$ cat src/hw/rtl/wsd_pkg.sv
// Shared types and constants of the websocket frame deframer.
package wsd_pkg;

  localparam int unsigned LEN_W = 17;

  localparam logic [LEN_W-1:0] MAX_LEN_RESET = 17'd65536;

  // Opcodes of the frame header.
  localparam logic [3:0] OP_TEXT  = 4'h1;
  localparam logic [3:0] OP_CLOSE = 4'h8;
  localparam logic [3:0] OP_PING  = 4'h9;

  // Header byte fields and the two extended-length codes.
  localparam logic [7:0] FIN_MASK      = 8'h80;
  localparam logic [3:0] EXT16_BYTES   = 4'd2;
  localparam logic [3:0] EXT64_BYTES   = 4'd8;
  localparam logic [6:0] LEN_CODE_EXT16 = 7'd126;
  localparam logic [6:0] LEN_CODE_EXT64 = 7'd127;

  // Register indexes.
  localparam logic REG_MAX_FRAME_LENGTH = 1'b0;

  typedef enum logic [2:0] {
    PH_HDR0 = 3'd0,
    PH_HDR1 = 3'd1,
    PH_EXT  = 3'd2,
    PH_PAY  = 3'd3,
    PH_HALT = 3'd4
  } phase_t;

  typedef enum logic [2:0] {
    K_TEXT  = 3'd0,
    K_EMPTY = 3'd1,
    K_PONG  = 3'd2,
    K_CLOSE = 3'd3,
    K_NOFIN = 3'd4,
    K_LONG  = 3'd5
  } kind_t;

  typedef struct packed {
    kind_t      kind;
    logic [7:0] data;
    logic       last;
  } result_t;

endpackage

$ cat src/hw/rtl/wsd_regs.sv
// APB configuration register of the deframer.
module wsd_regs (
  input  logic                      clk,
  input  logic                      rst,
  input  logic                      psel,
  input  logic                      penable,
  input  logic                      pwrite,
  input  logic [2:0]                paddr,
  input  logic [31:0]               pwdata,
  output logic [31:0]               prdata,
  output logic                      pready,
  output logic [wsd_pkg::LEN_W-1:0] max_frame_length
);
  import wsd_pkg::*;

  logic wr_en;

  assign pready = 1'b1;
  assign wr_en  = psel && penable && pwrite && pready;

  always_ff @(posedge clk) begin
    if (rst) begin
      max_frame_length <= MAX_LEN_RESET;
    end else if (wr_en && (paddr[2] == REG_MAX_FRAME_LENGTH)) begin
      max_frame_length <= pwdata[LEN_W-1:0];
    end
  end

  always_comb begin
    prdata = 32'd0;
    if (paddr[2] == REG_MAX_FRAME_LENGTH) begin
      prdata = {{(32-LEN_W){1'b0}}, max_frame_length};
    end
  end

endmodule

$ cat src/hw/rtl/wsd_parser.sv
// Frame header state machine and payload counter; one byte per request.
module wsd_parser (
  input  logic                      clk,
  input  logic                      rst,
  input  logic                      accept,
  input  logic [7:0]                rx_byte,
  input  logic [wsd_pkg::LEN_W-1:0] max_frame_length,
  output logic                      res_valid,
  output wsd_pkg::result_t          res
);
  import wsd_pkg::*;

  phase_t           phase, phase_next;
  logic [3:0]       frame_opcode, frame_opcode_next;
  logic [3:0]       ext_bytes_left, ext_bytes_left_next;
  // The extended length is kept as its low bits plus a flag for any set bit above them.
  logic [LEN_W-1:0] len_low, len_low_next;
  logic             len_big, len_big_next;
  logic [LEN_W-1:0] bytes_remaining, bytes_remaining_next;

  logic             hd;
  logic [LEN_W-1:0] hd_low;
  logic             hd_big;
  logic [LEN_W-1:0] rem_dec;

  always_ff @(posedge clk) begin
    if (rst) begin
      phase           <= PH_HDR0;
      frame_opcode    <= 4'd0;
      ext_bytes_left  <= 4'd0;
      len_low         <= '0;
      len_big         <= 1'b0;
      bytes_remaining <= '0;
    end else begin
      phase           <= phase_next;
      frame_opcode    <= frame_opcode_next;
      ext_bytes_left  <= ext_bytes_left_next;
      len_low         <= len_low_next;
      len_big         <= len_big_next;
      bytes_remaining <= bytes_remaining_next;
    end
  end

  assign rem_dec = bytes_remaining - {{(LEN_W-1){1'b0}}, 1'b1};

  always_comb begin
    phase_next           = phase;
    frame_opcode_next    = frame_opcode;
    ext_bytes_left_next  = ext_bytes_left;
    len_low_next         = len_low;
    len_big_next         = len_big;
    bytes_remaining_next = bytes_remaining;
    hd                   = 1'b0;
    hd_low               = len_low;
    hd_big               = len_big;
    res_valid            = 1'b0;
    res                  = '{kind: K_TEXT, data: 8'd0, last: 1'b0};

    if (accept) begin
      case (phase)
        PH_HDR0: begin
          frame_opcode_next = rx_byte[3:0];
          if ((rx_byte & FIN_MASK) == 8'd0) begin
            phase_next = PH_HALT;
            res_valid  = 1'b1;
            res.kind   = K_NOFIN;
          end else begin
            phase_next = PH_HDR1;
          end
        end
        PH_HDR1: begin
          len_low_next = '0;
          len_big_next = 1'b0;
          if (rx_byte[6:0] == LEN_CODE_EXT16) begin
            ext_bytes_left_next = EXT16_BYTES;
            phase_next          = PH_EXT;
          end else if (rx_byte[6:0] == LEN_CODE_EXT64) begin
            ext_bytes_left_next = EXT64_BYTES;
            phase_next          = PH_EXT;
          end else begin
            hd_low       = {{(LEN_W-7){1'b0}}, rx_byte[6:0]};
            hd_big       = 1'b0;
            len_low_next = hd_low;
            hd           = 1'b1;
          end
        end
        PH_EXT: begin
          hd_low              = {len_low[LEN_W-9:0], rx_byte};
          hd_big              = len_big || (len_low[LEN_W-1:LEN_W-8] != 8'd0);
          len_low_next        = hd_low;
          len_big_next        = hd_big;
          ext_bytes_left_next = ext_bytes_left - 4'd1;
          if (ext_bytes_left == 4'd1) begin
            hd = 1'b1;
          end
        end
        PH_PAY: begin
          bytes_remaining_next = rem_dec;
          if (rem_dec == '0) begin
            phase_next = PH_HDR0;
          end
          if (frame_opcode == OP_TEXT) begin
            res_valid = 1'b1;
            res.kind  = K_TEXT;
            res.data  = rx_byte;
            res.last  = (rem_dec == '0);
          end else if (rem_dec == '0) begin
            if (frame_opcode == OP_PING) begin
              res_valid = 1'b1;
              res.kind  = K_PONG;
            end else if (frame_opcode == OP_CLOSE) begin
              res_valid  = 1'b1;
              res.kind   = K_CLOSE;
              phase_next = PH_HALT;
            end
          end
        end
        default: begin
          phase_next = PH_HALT;
        end
      endcase

      // Header complete: the length check comes before any opcode handling.
      if (hd) begin
        if (hd_big || (hd_low > max_frame_length)) begin
          phase_next = PH_HALT;
          res_valid  = 1'b1;
          res.kind   = K_LONG;
        end else begin
          bytes_remaining_next = hd_low;
          if (hd_low != '0) begin
            phase_next = PH_PAY;
          end else begin
            phase_next = PH_HDR0;
            if (frame_opcode == OP_TEXT) begin
              res_valid = 1'b1;
              res.kind  = K_EMPTY;
            end else if (frame_opcode == OP_PING) begin
              res_valid = 1'b1;
              res.kind  = K_PONG;
            end else if (frame_opcode == OP_CLOSE) begin
              res_valid  = 1'b1;
              res.kind   = K_CLOSE;
              phase_next = PH_HALT;
            end
          end
        end
      end
    end
  end

  a_halt_sticky: assert property (@(posedge clk) disable iff (rst)
    (phase == PH_HALT) |=> (phase == PH_HALT))
    else $error("deframer left the halted phase");

  a_halt_silent: assert property (@(posedge clk) disable iff (rst)
    (phase == PH_HALT) |-> !res_valid)
    else $error("result produced while halted");

  a_pay_nonzero: assert property (@(posedge clk) disable iff (rst)
    (phase == PH_PAY) |-> (bytes_remaining != '0))
    else $error("payload phase with zero bytes remaining");

  a_data_only_text: assert property (@(posedge clk) disable iff (rst)
    (res_valid && (res.kind != K_TEXT)) |-> ((res.data == 8'd0) && !res.last))
    else $error("data or last set on a non-text result");

endmodule

$ cat src/hw/rtl/wsd_out_fifo.sv
// Two-entry result queue that decouples the parser from the output stream.
module wsd_out_fifo (
  input  logic             clk,
  input  logic             rst,
  input  logic             push,
  input  wsd_pkg::result_t push_data,
  output logic             has_room,
  output logic             out_valid,
  input  logic             out_ready,
  output wsd_pkg::result_t out_data
);
  import wsd_pkg::*;

  result_t    slots [2];
  logic       wr_ptr;
  logic       rd_ptr;
  logic [1:0] count;
  logic       pop;

  assign out_valid = (count != 2'd0);
  assign has_room  = (count != 2'd2);
  assign pop       = out_valid && out_ready;
  assign out_data  = slots[rd_ptr];

  always_ff @(posedge clk) begin
    if (rst) begin
      wr_ptr <= 1'b0;
      rd_ptr <= 1'b0;
      count  <= 2'd0;
    end else begin
      if (push) begin
        wr_ptr <= ~wr_ptr;
      end
      if (pop) begin
        rd_ptr <= ~rd_ptr;
      end
      count <= count + {1'b0, push} - {1'b0, pop};
    end
  end

  always_ff @(posedge clk) begin
    if (push) begin
      slots[wr_ptr] <= push_data;
    end
  end

  a_no_overflow: assert property (@(posedge clk) disable iff (rst)
    push |-> has_room)
    else $error("result pushed into a full queue");

  a_count_range: assert property (@(posedge clk) disable iff (rst)
    count != 2'd3)
    else $error("queue count out of range");

  a_ptr_match: assert property (@(posedge clk) disable iff (rst)
    ((count == 2'd0) || (count == 2'd2)) |-> (wr_ptr == rd_ptr))
    else $error("queue pointers disagree with count");

endmodule

$ cat src/hw/rtl/websocket_frame_deframer.sv
// Websocket frame deframer: one received byte per request, text bytes and events out.
// Each result is written into the result queue as its byte is accepted; the master side reads it from there.
// Throughput: one byte per cycle; s_tready drops only while two results wait untaken.
// Reset (rst, synchronous, active high): header phase, empty result queue,
// max_frame_length back to 65536; a halted block resumes only after reset.
module websocket_frame_deframer (
  input  logic        clk,
  input  logic        rst,
  // APB configuration port
  input  logic        psel,
  input  logic        penable,
  input  logic        pwrite,
  input  logic [2:0]  paddr,
  input  logic [31:0] pwdata,
  output logic [31:0] prdata,
  output logic        pready,
  // Received bytes
  input  logic        s_tvalid,
  output logic        s_tready,
  input  logic [7:0]  s_tdata,   // [7:0] rx_byte
  // Results
  output logic        m_tvalid,
  input  logic        m_tready,
  output logic [7:0]  m_tdata,   // [7:0] data
  output logic [2:0]  m_tuser,   // [2:0] kind
  output logic        m_tlast
);
  import wsd_pkg::*;

  logic             [LEN_W-1:0] max_frame_length;
  logic             accept;
  logic             res_valid;
  result_t          res;
  result_t          out_res;

  assign accept = s_tvalid && s_tready;

  wsd_regs u_regs (
    .clk              (clk),
    .rst              (rst),
    .psel             (psel),
    .penable          (penable),
    .pwrite           (pwrite),
    .paddr            (paddr),
    .pwdata           (pwdata),
    .prdata           (prdata),
    .pready           (pready),
    .max_frame_length (max_frame_length)
  );

  wsd_parser u_parser (
    .clk              (clk),
    .rst              (rst),
    .accept           (accept),
    .rx_byte          (s_tdata),
    .max_frame_length (max_frame_length),
    .res_valid        (res_valid),
    .res              (res)
  );

  wsd_out_fifo u_out_fifo (
    .clk       (clk),
    .rst       (rst),
    .push      (res_valid),
    .push_data (res),
    .has_room  (s_tready),
    .out_valid (m_tvalid),
    .out_ready (m_tready),
    .out_data  (out_res)
  );

  assign m_tdata = out_res.data;
  assign m_tuser = out_res.kind;
  assign m_tlast = out_res.last;

endmodule
$ cat config.mk
export PLATFORM = sky130hd
export DESIGN_NAME = websocket_frame_deframer
export DESIGN_NICKNAME = d
export VERILOG_FILES = /design/src/hw/rtl/wsd_pkg.sv /design/src/hw/rtl/wsd_regs.sv /design/src/hw/rtl/wsd_parser.sv /design/src/hw/rtl/wsd_out_fifo.sv /design/src/hw/rtl/websocket_frame_deframer.sv
export SDC_FILE = /design/constraint.sdc
export NUM_CORES = 1
export LEC_CHECK = 0
export BUFFER_PORTS_ARGS = -buffer_cell sky130_fd_sc_hd__buf_2
export CAP_MARGIN = 15
export CORE_MARGIN = 4
export CORE_UTILIZATION = 59
export CTS_BUF_LIST = sky130_fd_sc_hd__clkbuf_8
export CTS_CLUSTER_DIAMETER = 100
export DETAILED_ROUTE_END_ITERATION = 16
export PLACE_DENSITY = 0.82
export RECOVER_POWER = 25
export SLEW_MARGIN = 10
export SYNTH_ARGS = -nofsm -noshare
export SYNTH_HDL_FRONTEND = slang
export SYNTH_SLANG_ARGS = --single-unit
$ cat constraint.sdc
create_clock -name clk -period 4.32 [get_ports clk]
set_input_delay 0.216 -clock clk [delete_from_list [all_inputs] [get_ports clk]]
set_output_delay 0.216 -clock clk [all_outputs]
set_load 0.01 [all_outputs]
==> flow_metrics.tcl, run 1 <==
set metrics [dict create \
    swShare 0.3998 \
    p_comb_frac 0.436 \
    max_freq_mhz 241.5 \
    nets 830 \
    status "finished clean" \
    critPathBufInv 2 \
    fin_crit_sh 0.9586 \
    crit_chain "nand2b_1 > a31o_4 > buf_4 > o311ai_1 > ha_1 > nand4_1 > o221ai_1 > a211oi_2 > a211oi_1 > o21ai_0 > o31a_2 > and2_4 > ha_1 > inv_1 > ha_1 > xor2_1 > xnor2_1 > nor2_1" \
    final_layout_size_suffix_gt1_frac 0.1732 \
    grt_max_degree 69 \
    post_cts_buffers 0 \
    endpoint_kind "flip-flop" \
    path_max_fanout 7 \
    holdWs_ns 0.04343 \
    cellLeakagePower_nw 2.456 \
    clock_skew_ns 0.01241 \
    portBuffers 63 \
    final_cell_mix "nor2_1, nand2_1, dfxtp_1" \
    async_reset_ff_frac 0 \
    vias_per_cell 6.075 \
    p_seq_frac 0.351 \
    ctsRootBufferMaster "clkbuf_8" \
    cpMaxStageDelayCell "o311ai_1" \
    p_per_area_nw_per_um2 493.2 \
    worst_path_most_repeated_cell "ha_1" \
    p_clk_frac 0.213 \
    cts_tree "yes" \
    rsz0062_at_grt "false" \
    grt_overflow 0 \
    drcViolationCount 0 \
    fin_crit_ns 4.141 \
    power.net_switching_mw 1.246 \
    hold_buffers 0 \
    cts_buffer_depth 2 \
    dieArea_um2 11180 \
    power.total_mw 3.117 \
    path_class "flip-flop to flip-flop" \
    cp_num_cells 18 \
    ff2ff_path_depth 18 \
    crit_start "u_parser.phase[2]" \
    synth-edff-count 24 \
    yosysUniqueCellTypes 73 \
    setup_viol 0 \
    wl_per_cell_um 16.62 \
    drt_pass1_iterations 7 \
    initialDrtViolationCount 475 \
    antenna_found_initial 0 \
    grt_usage 0.2599 \
    floorplan.rows 35 \
    yosysWarnings 0 \
    grt_pass1_vias 5038 \
    clock_latency_ns 0.37 \
    power.internal_mw 1.871 \
    final_common_cell "nor2_1" \
    num_io_pins 97 \
    holdCritStartpoint "pwdata[16]" \
    timing.rr.start "u_parser.phase[2]" \
    die_h_um 105.7 \
    syn_inst 695 \
    dpl.hpwl_um 10760 \
    die_w_um 105.7 \
    synth.avg_cell_area_um2 8.110 \
    start_util 0.6071 \
    fin_cells 891 \
    seq_area_frac_synth 0.3694 \
    cap_violations 0 \
    globalplace.congestion 0.9293 \
    tightest_slew_ns 0.7676 \
    dp.cells 875 \
    hold_viol_final 0 \
    final_util 0.6807 \
    ir_worst_vdd_v 0.0002141 \
    synth-seq-cells 92 \
    grt_pass1_wl_um 23970 \
    cts-buffers-inserted 9 \
    cp.arrival_ns 4.38 \
    coreArea_um2 9284 \
    crit_required_ns 4.56 \
    htreeDepth 3 \
    fin_tns_setup_ns 0 \
    crit_family "compound AO/OA/AOI/OAI gates" \
    slew_violations 0 \
    antenna_cells 0 \
    cts.clk_slew.worst_paths_ns 0.09 \
    min_path_type "input pin to flip-flop" \
    netlist_area_um2 5637 \
    drt-total-wl_um 14810 \
    areaGrowthSynthToFinish_pct 12.12 \
    slew_headroom 0.4835 \
    cts_sinks 92 \
    via_count 5413 \
    critical-path-max-stage-delay_ns 0.56 \
    cp-start-kind "flip-flop" \
    ys.flop_type "dfxtp_1" \
    antenna_left 0 \
    hold_path_depth 2 \
    ctsResizeCount 0 \
]
==> Yosys cell counts, types with 5 or more instances <==
cell      number  area, µm²
dfxtp_1       68       1361
buf_2          5      25.02
o21ai_0       37      185.2
inv_1         39      146.4
nor3_1        18      90.09
nand4b_1       6      52.55
buf_4         18      135.1
a22oi_1       20      150.1
nand2b_1       5      31.28
nand4_1        7      43.79
o22ai_1        9      56.30
and2_1        12      75.07
xnor2_1        5      43.79
edfxtp_1      24      720.7
nor2b_1        6      37.54
ha_1          23      287.8
nor4_1         9      56.30
a221oi_1       8      70.07
a21oi_1       51      255.2
o31ai_1        5      37.54
mux2i_1        8      80.08
clkbuf_1      29      108.9
nand3_1       15      75.07
mux2_2        12      135.1
nor2_1        94      352.8
nand2_1       72      270.3
a211oi_1      10      75.07
==> state kept, by name, summed over array words and instances, names as in the netlist, named ones only <==
register                  flops
u_out_fifo.count              2
u_out_fifo.rd_ptr             1
u_out_fifo.slots             24
u_out_fifo.wr_ptr             1
u_parser.bytes_remaining     17
u_parser.ext_bytes_left       4
u_parser.frame_opcode         4
u_parser.len_big              1
u_parser.len_low             17
u_parser.phase                3
u_regs.max_frame_length      17
==> metal layers <==
metal	up-vias	part of all wire	global-route usage
met5	-	0	0
met4	0	0.026	0.1018
met3	40	0.076	0.03980
met2	282	0.48	0.4372
met1	2510	0.42	0.3355
li1	2581	-	-
==> area by class of cell <==
cell class	instances	area, µm²
multi-input combinational	520	3173
fill	818	2964
sequential	92	2082
timing repair buffer	95	535.5
tap	129	161.4
inverter	39	146.4
clock buffer	9	123.9
clock inverter	7	97.59
==> power by group through the flow <==
stage | clock (mW) | combinational [mW] | sequential, mW
after global placement | 0 | 1.27 | 1.10
final | 0.663 | 1.36 | 1.09
after floorplan | 0 | 0.995 | 1.06
after CTS | 0.661 | 1.33 | 1.09
after global routing | 0.695 | 1.48 | 1.11
after detailed placement | 0 | 1.31 | 1.11
==> worst paths after layout <==
path,to,slack (ns)
max reg2reg,u_out_fifo.count[1],0.18
min reg2reg,u_regs.max_frame_length[13],0.46
max,u_out_fifo.count[1],0.18
min,u_regs.max_frame_length[16],0.04
==> cell families after synthesis <==
kind of cell | synth area share
simple gates | 0.2322
buf+inv | 0.08035
fa+ha+maj | 0.05106
other cells | 0.001332
xor+xnor | 0.01088
flops | 0.3694
mux | 0.03818
compound gates | 0.2167
==> stage by stage <==
step | cell area, µm² | setup slack [ns]
2_1_floorplan | 5689 | 0.4125
3_3_place_gp | 6100 | 0.2106
3_5_place_dp | 6100 | 0.1143
4_1_cts | 6321 | 0.08093
5_1_grt | 6320 | 0.01711
6_report | 6320 | 0.1788
(Power assumes the default switching activity.)
==> run 2: changes to the inputs <==
Settings changed: RECOVER_POWER 25 to default.
==> flow_metrics.tcl, run 2 (same netlist as run 1, synthesis figures left out) <==
set metrics [dict create \
    fillers 806 \
    globalplace.congestion 0.9293 \
    portBuffers 63 \
    status "finished clean" \
    min_path_type "input pin to flip-flop" \
    routed-wl-met2_um 7107 \
    slew_headroom 0.4799 \
    ir_worst_vdd_v 0.0002140 \
    clock_skew_ns 0.01235 \
    cap_violations 0 \
    p_comb_frac 0.437 \
    hold_end "u_regs.max_frame_length[16]" \
    cts_tree "yes" \
    power.internal_mw 1.873 \
    crit_required_ns 4.56 \
    max_freq_mhz 242.5 \
    cp-start-kind "flip-flop" \
    tightest_slew_ns 0.7731 \
    cellLeakagePower_nw 2.530 \
    ff2ff_path_depth 18 \
    drt-total-wl_um 14810 \
    drt-met1-wl_um 6198 \
    regMostFlops "u_out_fifo.slots" \
    largest_reg_flops 24 \
    grt_pass1_vias 5038 \
    final_cell_mix "nor2_1, nand2_1, dfxtp_1" \
    path_max_fanout 7 \
    grt_pass1_wl_um 23970 \
    r2r-end "u_out_fifo.count[1]" \
    setup_viol 0 \
    fin_crit_ns 4.123 \
    vias_per_cell 6.058 \
    p_clk_frac 0.212 \
    floorplan.rows 35 \
    grt_max_degree 69 \
    die_h_um 105.7 \
    nets 830 \
    drcViolationCount 0 \
    num_io_pins 97 \
    top_layer "met4" \
    coreArea_um2 9284 \
    wl_met3_um 1070 \
    start_util 0.6071 \
    cts_buffer_depth 2 \
    hold_path_depth 2 \
    drt_pass1_iterations 5 \
    fin_tns_setup_ns 0 \
    htreeDepth 3 \
    antenna_found_initial 0 \
    cp.arrival_ns 4.37 \
    initialDrtViolationCount 510 \
    final_common_cell "nor2_1" \
    holdCritStartpoint "pwdata[16]" \
    cts-buffers-inserted 9 \
    hold_viol_final 0 \
    dieArea_um2 11180 \
    fin_crit_sh 0.9545 \
    grt_overflow 0 \
    endpoint_kind "flip-flop" \
    timing.rr.start "u_parser.phase[2]" \
    dpl.hpwl_um 10760 \
    hold_buffers 0 \
    power.net_switching_mw 1.244 \
    antenna_left 0 \
    slew_violations 0 \
    areaGrowthSynthToFinish_pct 12.52 \
    final_layout_size_suffix_gt1_frac 0.1969 \
    die_w_um 105.7 \
    antenna_cells 0 \
    cts_sinks 92 \
    p_seq_frac 0.351 \
    p_per_area_nw_per_um2 491.4 \
    power.total_mw 3.117 \
    rsz0062_at_grt "false" \
    wl_per_cell_um 16.62 \
    path_class "flip-flop to flip-flop" \
    reg2reg_slack_ns 0.20 \
    clock_latency_ns 0.37 \
    swShare 0.3991 \
    via_count 5398 \
    grt_usage 0.2599 \
    cts.clk_slew.worst_paths_ns 0.09 \
    ctsRootBufferMaster "clkbuf_8" \
]
==> run 2: changes by cell type in the layout (fill, tap and decap cells not counted), sizes merged <==
| cell | before | now |
|---|---|---|
| buf | 77 | 95 |
| clkbuf | 27 | 9 |
==> run 2: timing repair <==
| action | CTS | global route |
|---|---|---|
| setup buffers | 0 | 0 |
| hold endpoints to repair | 0 | 0 |
| setup endpoints to repair | 0 | 2 |
| gates resized for setup | 0 | 5 |
==> run 2: layout make-up <==
type / instances / area [µm²] / share of cell area
multi-input combinational: 520 / 3173 / 0.5003
sequential: 92 / 2082 / 0.3283
timing repair buffer: 95 / 558.0 / 0.08799
tap: 129 / 161.4 / 0.02545
inverter: 39 / 146.4 / 0.02308
clock buffer: 9 / 123.9 / 0.01953
clock inverter: 7 / 97.59 / 0.01539
==> run 2: worst max-delay path by stage <==
| stage | slack, ns | endpoint | cells after the start | start |
|---|---|---|---|---|
| floorplan | 0.41 | u_out_fifo.count[1] | 20 | u_parser.phase[2] |
| global placement | 0.21 | u_out_fifo.count[1] | 20 | s_tdata[6] |
| detailed placement | 0.11 | u_out_fifo.count[1] | 18 | u_parser.phase[0] |
| CTS | 0.08 | u_out_fifo.count[1] | 18 | u_parser.phase[0] |
| global route | 0.02 | u_out_fifo.count[1] | 19 | u_parser.phase[0] |
| finish | 0.20 | u_out_fifo.count[1] | 18 | u_parser.phase[2] |
==> run 2: metal layers <==
metal	vias up	GRT usage
met5	-	0
met4	0	0.1018
met3	45	0.03980
met2	276	0.4372
met1	2501	0.3355
li1	2576	-
==> run 2: critical path: stages (launching register included) <==
cell      delay, ns
dfxtp_1        0.38
nand2b_1       0.21
a31o_4         0.23
buf_4          0.15
o311ai_1       0.55
ha_1           0.36
nand4_1        0.09
o221ai_1       0.16
a211oi_2       0.35
a211oi_1       0.14
o21ai_0        0.22
o31a_2         0.21
and2_4         0.16
ha_1           0.22
inv_1          0.06
ha_1           0.15
xor2_1         0.17
xnor2_1        0.13
nor2_1         0.05
==> run 2: stage by stage <==
step                      hold WS, ns    util  cell area [µm²]  instances  setup WS, ns
after floorplan                0.3338       -             5689        709        0.4125
after global placement         0.4177  0.6570             6100        875        0.2106
after detailed placement       0.4251  0.6570             6100        875        0.1143
after CTS                     0.04610  0.6809             6321        891       0.08093
after global routing          0.06122  0.6832             6342        891       0.01712
final                         0.04730  0.6832             6342        891        0.1968
==> run 2: power by group through the flow <==
stage                     combinational [mW]  clock (mW)  sequential, mW
after floorplan                        0.995           0            1.06
after global routing                    1.49       0.695            1.11
after detailed placement                1.31           0            1.11
after CTS                               1.33       0.661            1.09
after global placement                  1.27           0            1.10
final                                   1.36       0.661            1.09
==> run 3: changes to the inputs <==
Settings changed: ABC_AREA from default to 1, CORE_UTILIZATION 59 to 58, PLACE_DENSITY 0.82 to 0.81.
==> flow_metrics.tcl, run 3 <==
set metrics [dict create \
    status "finished clean" \
    syn_inst 776 \
    timing.rr.start "u_parser.phase[0]" \
    grt_pass1_wl_um 23560 \
    cts_sinks 92 \
    ctsRootBufferMaster "clkbuf_8" \
    ctsResizeCount 0 \
    dpl.hpwl_um 10450 \
    swShare 0.4491 \
    wl_per_cell_um 14.98 \
    synth-edff-count 24 \
    power.net_switching_mw 1.585 \
    place_ws_ns 0.4505 \
    synth-seq-cells 92 \
    synth.avg_cell_area_um2 7.111 \
    synth_area_leaders "dfxtp_1, edfxtp_1, nand2_1" \
    coreArea_um2 9240 \
    globalplace.congestion 0.9573 \
    post_cts_buffers 0 \
    grt_util_met3 0.03674 \
    antenna_left 0 \
    grt_pass1_vias 5054 \
    p_comb_frac 0.481 \
    worst_slack_ns 0.3223 \
    slew_headroom 0.4388 \
    largest_reg_flops 24 \
    rsz0062_at_grt "false" \
    finalInstanceArea_um2 6067 \
    antenna_found_initial 0 \
    cts.clk_slew.worst_paths_ns 0.10 \
    endpoint_kind "flip-flop" \
    seq_area_frac_synth 0.3773 \
    ir_worst_vdd_v 0.0002990 \
    yosysWarnings 0 \
    cts_buffer_depth 2 \
    yosysMostFrequentCell "nand2_1" \
    final_layout_size_suffix_gt1_frac 0.1486 \
    path_max_fanout 11 \
    start_util 0.5972 \
    hold_buffers 0 \
    placed_area_um2 5832 \
    crit_required_ns 4.63 \
    p_clk_frac 0.198 \
    crit_start "u_parser.phase[0]" \
    drt-total-wl_um 14330 \
    ys.flop_type "dfxtp_1" \
    cts-buffers-inserted 9 \
    clock_skew_ns 0.01730 \
    setup_viol 0 \
    num_io_pins 97 \
    cellLeakagePower_nw 2.721 \
    portBuffers 63 \
    synth_common_cells "nand2_1, inv_1, nor2_1" \
    clock_latency_ns 0.38 \
    initialDrtViolationCount 443 \
    grt-busiest-layer "met2" \
    crit_chain "inv_1 > nand3_2 > nand2_1 > inv_2 > o22ai_1 > inv_1 > ha_1 > nand2_1 > nor2_1 > nand4_1 > nand3_1 > nand2_1 > a21oi_1 > nor2_1 > nand2_1 > nand2_1 > ha_1 > inv_1 > ha_1 > xor2_1 > o21ai_0 > a21oi_1" \
    fin_crit_sh 0.9254 \
    power.internal_mw 1.944 \
    grt_overflow 0 \
    cts_tree "yes" \
    dieArea_um2 11140 \
    cp-start-kind "flip-flop" \
    via_count 5315 \
    p_seq_frac 0.321 \
    fin_tns_setup_ns 0 \
    path_class "flip-flop to flip-flop" \
    drt_pass1_iterations 7 \
    fin_crit_ns 3.998 \
    htreeDepth 3 \
    cp.arrival_ns 4.31 \
    synth_top_area_frac 0.2467 \
    final_common_cell "nand2_1" \
    ff2ff_path_depth 22 \
    antenna_cells 0 \
    cpMaxStageDelayCell "o22ai_1" \
    p_per_area_nw_per_um2 581.6 \
    die_w_um 105.5 \
    nets 896 \
    critical-path-max-stage-delay_ns 0.40 \
    hold_path_depth 3 \
    regMostFlops "u_out_fifo.slots" \
    areaGrowthSynthToFinish_pct 9.955 \
    worst_path_most_repeated_cell "nand2_1" \
    grt_usage 0.2581 \
    final_cell_mix "nand2_1, inv_1, nor2_1" \
    drcViolationCount 0 \
    cap_violations 0 \
    die_h_um 105.5 \
    async_reset_ff_frac 0 \
    min_path_type "input pin to flip-flop" \
    hold_viol_final 0 \
    slew_violations 0 \
    max_freq_mhz 250.1 \
    holdCritStartpoint "pwdata[16]" \
    yosysUniqueCellTypes 39 \
    grt_max_degree 40 \
    floorplan.rows 35 \
    use_met2 0.4358 \
    synth_top_area_cell "dfxtp_1" \
    netlist_area_um2 5518 \
    vias_per_cell 5.554 \
    met1_usage 0.3331 \
    tightest_slew_ns 0.8418 \
]
[run 3: cell types whose count changed after synthesis, moves of 8 or more]
| cell | before | now |
|---|---|---|
| nand3_2 | 0 | 9 |
| nor4_1 | 9 | 1 |
| and2_1 | 12 | 1 |
| nand3_1 | 15 | 57 |
| a221oi_1 | 8 | 0 |
| inv_1 | 39 | 93 |
| a22oi_1 | 20 | 0 |
| a21oi_1 | 51 | 78 |
| o211ai_1 | 1 | 17 |
| nor3_1 | 18 | 5 |
| nand2_1 | 72 | 164 |
| mux2i_1 | 8 | 0 |
[run 3: worst paths after layout]
check                                 end  slack (ns)
max                   u_out_fifo.count[1]        0.32
min           u_regs.max_frame_length[16]        0.05
max reg2reg           u_out_fifo.count[1]        0.32
min reg2reg  u_parser.bytes_remaining[16]        0.47
[run 3: metal layers]
layer,vias to the layer above,part of all wire
met5,-,0
met2,242,0.48
met1,2440,0.43
li1,2600,-
met3,33,0.074
met4,0,0.023
[run 3: critical path: cells and delay by family, from the launching register on]
family / cells / cell delay [ns]
AND/OR/NAND/NOR: 10 / 1.38
AO/OA/AOI/OAI: 4 / 0.92
adder cells (fa/ha/maj): 3 / 0.76
flip-flops: 1 / 0.35
buffers and inverters: 4 / 0.33
XOR/XNOR: 1 / 0.18
[run 3: area by class of cell]
cell class / instances / area, µm²
sequential: 92 / 2082
inverter: 100 / 375.4
fill: 808 / 3173
multi-input combinational: 552 / 2860
clock inverter: 6 / 97.59
clock buffer: 10 / 137.6
tap: 129 / 161.4
timing repair buffer: 68 / 352.8
[run 3: per-stage QoR]
step	hold WS, ns	util	instances	power, mW
after CTS	0.05348	0.6566	957	3.496
after floorplan	0.3464	-	790	2.414
after detailed placement	0.4435	0.6311	941	2.806
final	0.05433	0.6566	957	3.529
after global placement	0.4321	0.6311	941	2.741
after global routing	0.06421	0.6566	957	3.796
[run 3: logic make-up after synthesis]
| logic type | count (synthesis) | synth area share |
|---|---|---|
| mux | 12 | 0.02449 |
| compound gates | 145 | 0.1458 |
| flops | 92 | 0.3773 |
| simple gates | 347 | 0.2707 |
| fa+ha+maj | 23 | 0.05215 |
| xor+xnor | 9 | 0.01429 |
| buf+inv | 146 | 0.1138 |
| other cells | 2 | 0.001361 |
[run 3: power by group through the flow]
stage / Combinational (mW) / Sequential [mW] / Clock [mW]
finish: 1.70 / 1.13 / 0.697
detailed placement: 1.66 / 1.15 / 0
global placement: 1.60 / 1.14 / 0
global route: 1.91 / 1.15 / 0.733
CTS: 1.67 / 1.13 / 0.696
floorplan: 1.30 / 1.11 / 0
